--- src/rtl/lzfb_pkg.sv ---
// lzfb_pkg: shared constants and types for the lzss flag-byte decoder
// no dependencies; compiled first

package lzfb_pkg;

    localparam int BYTE_W          = 8;
    localparam int TOTAL_W         = 24;
    localparam int COUNT_WIDTH_DEF = 24;

    // history window
    localparam int WINDOW_SIZE = 4096;
    localparam int HIST_AW     = $clog2(WINDOW_SIZE);
    localparam logic [HIST_AW:0] WIN_SPAN = (HIST_AW + 1)'(WINDOW_SIZE);

    // reference token fields
    localparam int NIB_W = 4;
    localparam int LEN_W = 5;
    localparam logic [LEN_W-1:0] MIN_MATCH = LEN_W'(3);

    // apb register file
    localparam int APB_DW  = 32;
    localparam int PADDR_W = 3;
    typedef logic [PADDR_W-3:0] t_reg_idx;
    localparam t_reg_idx REG_MAX_LEN = t_reg_idx'(0);
    localparam logic [TOTAL_W-1:0] MAX_LEN_RST = {TOTAL_W{1'b1}};

    // history memory port
    typedef struct packed {
        logic               we;
        logic [HIST_AW-1:0] waddr;
        logic [BYTE_W-1:0]  wdata;
        logic               re;
        logic [HIST_AW-1:0] raddr;
    } t_mem_req;

endpackage

--- src/rtl/lzfb_apb_cfg.sv ---
// lzfb_apb_cfg: apb register file holding the output length limit
// depends on lzfb_pkg

module lzfb_apb_cfg (
    input  logic                          i_clk,
    input  logic                          i_rst_n,
    input  logic                          psel,
    input  logic                          penable,
    input  logic                          pwrite,
    input  logic [lzfb_pkg::PADDR_W-1:0]  paddr,
    input  logic [lzfb_pkg::APB_DW-1:0]   pwdata,
    output logic [lzfb_pkg::APB_DW-1:0]   prdata,
    output logic                          pready,
    output logic [lzfb_pkg::TOTAL_W-1:0]  o_max_len
);
    import lzfb_pkg::*;

    logic [TOTAL_W-1:0] r_max_len;
    t_reg_idx           w_idx;
    logic               w_wr;

    assign w_idx = paddr[PADDR_W-1:2];
    assign w_wr  = psel && penable && pwrite && (w_idx == REG_MAX_LEN);

    always_ff @(posedge i_clk) begin
        if (!i_rst_n) begin
            r_max_len <= MAX_LEN_RST;
        end else if (w_wr) begin
            r_max_len <= pwdata[TOTAL_W-1:0];
        end
    end

    always_comb begin
        prdata = '0;
        if (w_idx == REG_MAX_LEN) begin
            prdata = {{(APB_DW - TOTAL_W){1'b0}}, r_max_len};
        end
    end

    assign pready    = 1'b1;
    assign o_max_len = r_max_len;

endmodule

--- config.mk ---
export PLATFORM = sky130hd
export DESIGN_NAME = lzfb_apb_cfg
export DESIGN_NICKNAME = d
export VERILOG_FILES = /design/src/rtl/lzfb_pkg.sv /design/src/rtl/lzfb_apb_cfg.sv
export SDC_FILE = /design/constraint.sdc
export NUM_CORES = 1
export LEC_CHECK = 0
export ABC_CLOCK_PERIOD_IN_PS = 2280
export BUFFER_PORTS_ARGS = -buffer_cell sky130_fd_sc_hd__buf_2
export CAP_MARGIN = 10
export CORE_UTILIZATION = 43
export DETAILED_ROUTE_END_ITERATION = 10
export PLACE_DENSITY_LB_ADDON = 0.15
export SLEW_MARGIN = 20
export SYNTH_ARGS = -nofsm -noshare
export SYNTH_HDL_FRONTEND = slang
export SYNTH_SLANG_ARGS = --single-unit
--- constraint.sdc ---
create_clock -name i_clk -period 2.28 [get_ports i_clk]
set_input_delay 0.114 -clock i_clk [delete_from_list [all_inputs] [get_ports i_clk]]
set_output_delay 0.114 -clock i_clk [all_outputs]
set_load 0.005 [all_outputs]
**Word-level counts from Yosys, hierarchy flattened**

Index checks and enable logic that the tools add are counted.

- Register bits after elaboration: 24
- Bits of input ports: 40
- Output and inout port bits: 57
- Word-level logic and storage cells: 6

- Multiplexer cells: 1
- Bitwise gates (word level): 1
- Reductions and logical operators: 3

Operator list:

| kind | count |
|---|---|
| 2-to-1 mux 24 bit | 1 |
| logical AND 1 bit | 3 |
| inverter 1 bit | 1 |

**Longest topological paths before layout**

- Depth in word-level cells: 3
- Gate-level depth with buffers: 4
- Gate-level depth less buffers: 2

**Worst setup path after synthesis**

Ideal clock, no wire load.

- Path kind: input port to flip-flop
- Start point: input paddr[2] in the netlist's numbering
- End point: register r_max_len[0], in the netlist o_max_len[0]
- Library setup time: 0.072 ns
- Arrival: 0.783 ns
- Data required time: 2.208 ns
- Path slack: 1.426 ns
- Stages on the path: 4
- Path buffers: 2
- Cells stage by stage: and4b_1 buf_6 buf_12 mux2i_1

- Word-level cells in the longest chain between the ends: 2

RTL lines:

| what | line | source |
|---|---|---|
| start, declared | lzfb_apb_cfg.sv:10 | `input logic [lzfb_pkg::PADDR_W-1:0] paddr,` |
| inverter 1 bit | -- |  |
| logical AND 1 bit | lzfb_apb_cfg.sv:23 | `assign w_wr = psel && penable && pwrite && (w_idx == REG_MAX_LEN);` |
| end signal, assigned | lzfb_apb_cfg.sv:29 | `r_max_len <= pwdata[TOTAL_W-1:0];` |
| end, declared | lzfb_apb_cfg.sv:18 | `logic [TOTAL_W-1:0] r_max_len;` |

No other way between the ends.
A chain may end at the register's enable or synchronous reset.

**Worst setup path after layout**

- Start point: register r_max_len[4], in the netlist o_max_len[4]
- End point: output prdata[4] in the netlist's numbering

- Word-level cells in the longest chain between the ends: 1

RTL lines:

| what | line | source |
|---|---|---|
| 2-to-1 mux 24 bit | lzfb_apb_cfg.sv:35 | `if (w_idx == REG_MAX_LEN) begin` |
| end, declared | lzfb_apb_cfg.sv:12 | `output logic [lzfb_pkg::APB_DW-1:0] prdata,` |

No other way between the ends.

==> metrics.cfg <==
[power_and_ir_drop]
p_per_area_nw_per_um2 = 451
power.leakage_nw = 0.694
ir_drop_mv = 0.222

[routing]
vias = 1103
viasPerCell = 4.56
post_drt_wl_per_cell_um = 10.7
postRouteAntennaNets = 0
firstDrtPassIters = 7
drc = 7
wl_um = 2590
drt_iter0_drc = 33

[global_routing]
grt_max_degree = 49
first_global_vias = 1031
antenna_found_initial = 0
grt_use_total = 0.159
grt_pass1_wl_um = 4200
grt_overflow = 0

[synthesis]
synthTopCellsByArea = dfxtp_1, nor2b_1, mux2i_1
ys_ff_latch = 24
synth_top_area_share = 0.358
synth_warnings = 0
netlist_instances = 142
yosysUniqueCellTypes = 10
syn_avg_cell_area_um2 = 9.46
seq_area_frac_synth = 0.358
syn-cell-area_um2 = 1340
yosysTopAreaCell = dfxtp_1

[die]
die_w_um = 57.9
die_area_um2 = 3350
fp.dieH_um = 57.9
rows = 19
io_pins = 97
coreArea_um2 = 2850
initial_core_util = 0.471

[sta]
drv_slew = 0
slew_headroom = 0.640
worstMarginPinSlew_ps = 540
fmax_ghz = 0.931
setup_viol = 0
rsz0062_at_grt = no
post-route-period-util = 0.471
min_period_ps = 1070
tns_ps = 0
finalHoldViolations = 0
finClkSkew_ps = 0

[setup_path]
crit_path_max_fanout = 3
cp.required_ps = 2170
r2r_start = o_max_len[11]
crit_path_end_kind = output port
reg2reg_slack_ps = 1620
critPathLaunchType = flop
r2r_cells = 2
worstReg2RegEnd = o_max_len[11]
crit_type = flop to output port
crit_arrival_ps = 960

[clocking]
cts_buffer_depth = 2
clock_sinks = 24
clock_latency_ps = 310
h-tree-depth = 1
cts_hold_buf = 0
post_cts_resized = 0
clkSlewWorstSetupHoldPaths_ps = 130
cts-root-buf = clkbuf_4
cts_tree = built
postCtsSetupRepairBufs = 0
cts_buffers = 3

[finish]
drive_above_1_share = 0.403
fillCellCount = 270
area.sequential_um2 = 480
antenna_cells = 0
final_area_um2 = 1680
synthToLayoutAreaGrowth_pct = 25.0
final_net_count = 253
multi_input_area_um2 = 744
largest_reg_flops = 24

[outcome]
violations = design-rule violations
status = complete, but fails checks

[placed_design]
placed_cell_area_um2 = 1660
port_buffers = 77
hpwl_um = 1870
gp_congestion = 0.723

[flow_run]
maxCapViolCount = 0

[hold_path]
min_to = o_max_len[5]
worstHoldStart = pwdata[5]
hold_path_class = input port to flop
whs_path_depth = 3

## stage by stage
stage                     worst slack, ps  hold WS, ps  instances  power (W)   util
after floorplan                      1430          280        149   0.000533      -
after global placement                954          369        239   0.000578  0.581
after detailed placement              910          376        239   0.000581  0.581
after CTS                            1190         42.3        242   0.000768  0.589
after global routing                 1140         39.0        242   0.000797  0.589
final                                1210         49.0        242   0.000757  0.589
## layer usage
layer | up-vias | wire length (um) | global-route usage
met5 | - | 0 | 0
met4 | 0 | 15 | 0.0612
met3 | 2 | 198 | 0.0246
met2 | 50 | 1280 | 0.297
met1 | 490 | 1090 | 0.180
li1 | 561 | - | -
## synth_stat cells
cell,count
nor2b_1,68
and2b_2,4
buf_12,2
conb_1,2
buf_4,9
mux2i_1,24
buf_6,1
clkbuf_1,7
dfxtp_1,24
and4b_1,1
## cell type report
type	instances	area share
clock buffer	3	0.0134
multi-input combinational	106	0.443
sequential	24	0.286
tap	31	0.0231
timing repair buffer	78	0.234
## how the worst max path moves through the flow
| stage | to | cells after the start | startpoint |
|---|---|---|---|
| after floorplan | o_max_len[0] | 4 | paddr[2] |
| after global placement | o_max_len[9] | 4 | paddr[2] |
| after detailed placement | o_max_len[1] | 4 | paddr[2] |
| after CTS | prdata[4] | 2 | o_max_len[4] |
| after global routing | prdata[17] | 2 | o_max_len[17] |
| final | prdata[4] | 2 | o_max_len[4] |
## logic make-up after synthesis
logic type             after synthesis  synth area share
buffers and inverters               19             0.108
flip-flops                          24             0.358
multiplexers                        24             0.179
other                                2           0.00559
AND/OR/NAND/NOR                     73             0.350
## power by group
part	internal, W	switching (W)	leakage, nW
registers	0.000429	0.00000609	0.195
logic	0.0000763	0.0000583	0.485
clock network	0.0000617	0.000126	0.0138
total	0.000567	0.000190	0.694
## placed cells by master (no fill, tap or decap)
cell | synthesis | final
and4b_1 | 1 | 1
and2b_2 | 4 | 4
dfxtp_1 | 24 | 24
clkbuf_4 | 0 | 3
mux2i_1 | 24 | 24
buf_4 | 9 | 1
nor2b_1 | 68 | 68
buf_2 | 0 | 77
conb_1 | 2 | 9
## worst max-delay path, stage by stage, from the launching register on
cell     delay, ps
dfxtp_1        380
nor2b_1        150
buf_2          130
Note: power is estimated with default switching activity, not from simulation.
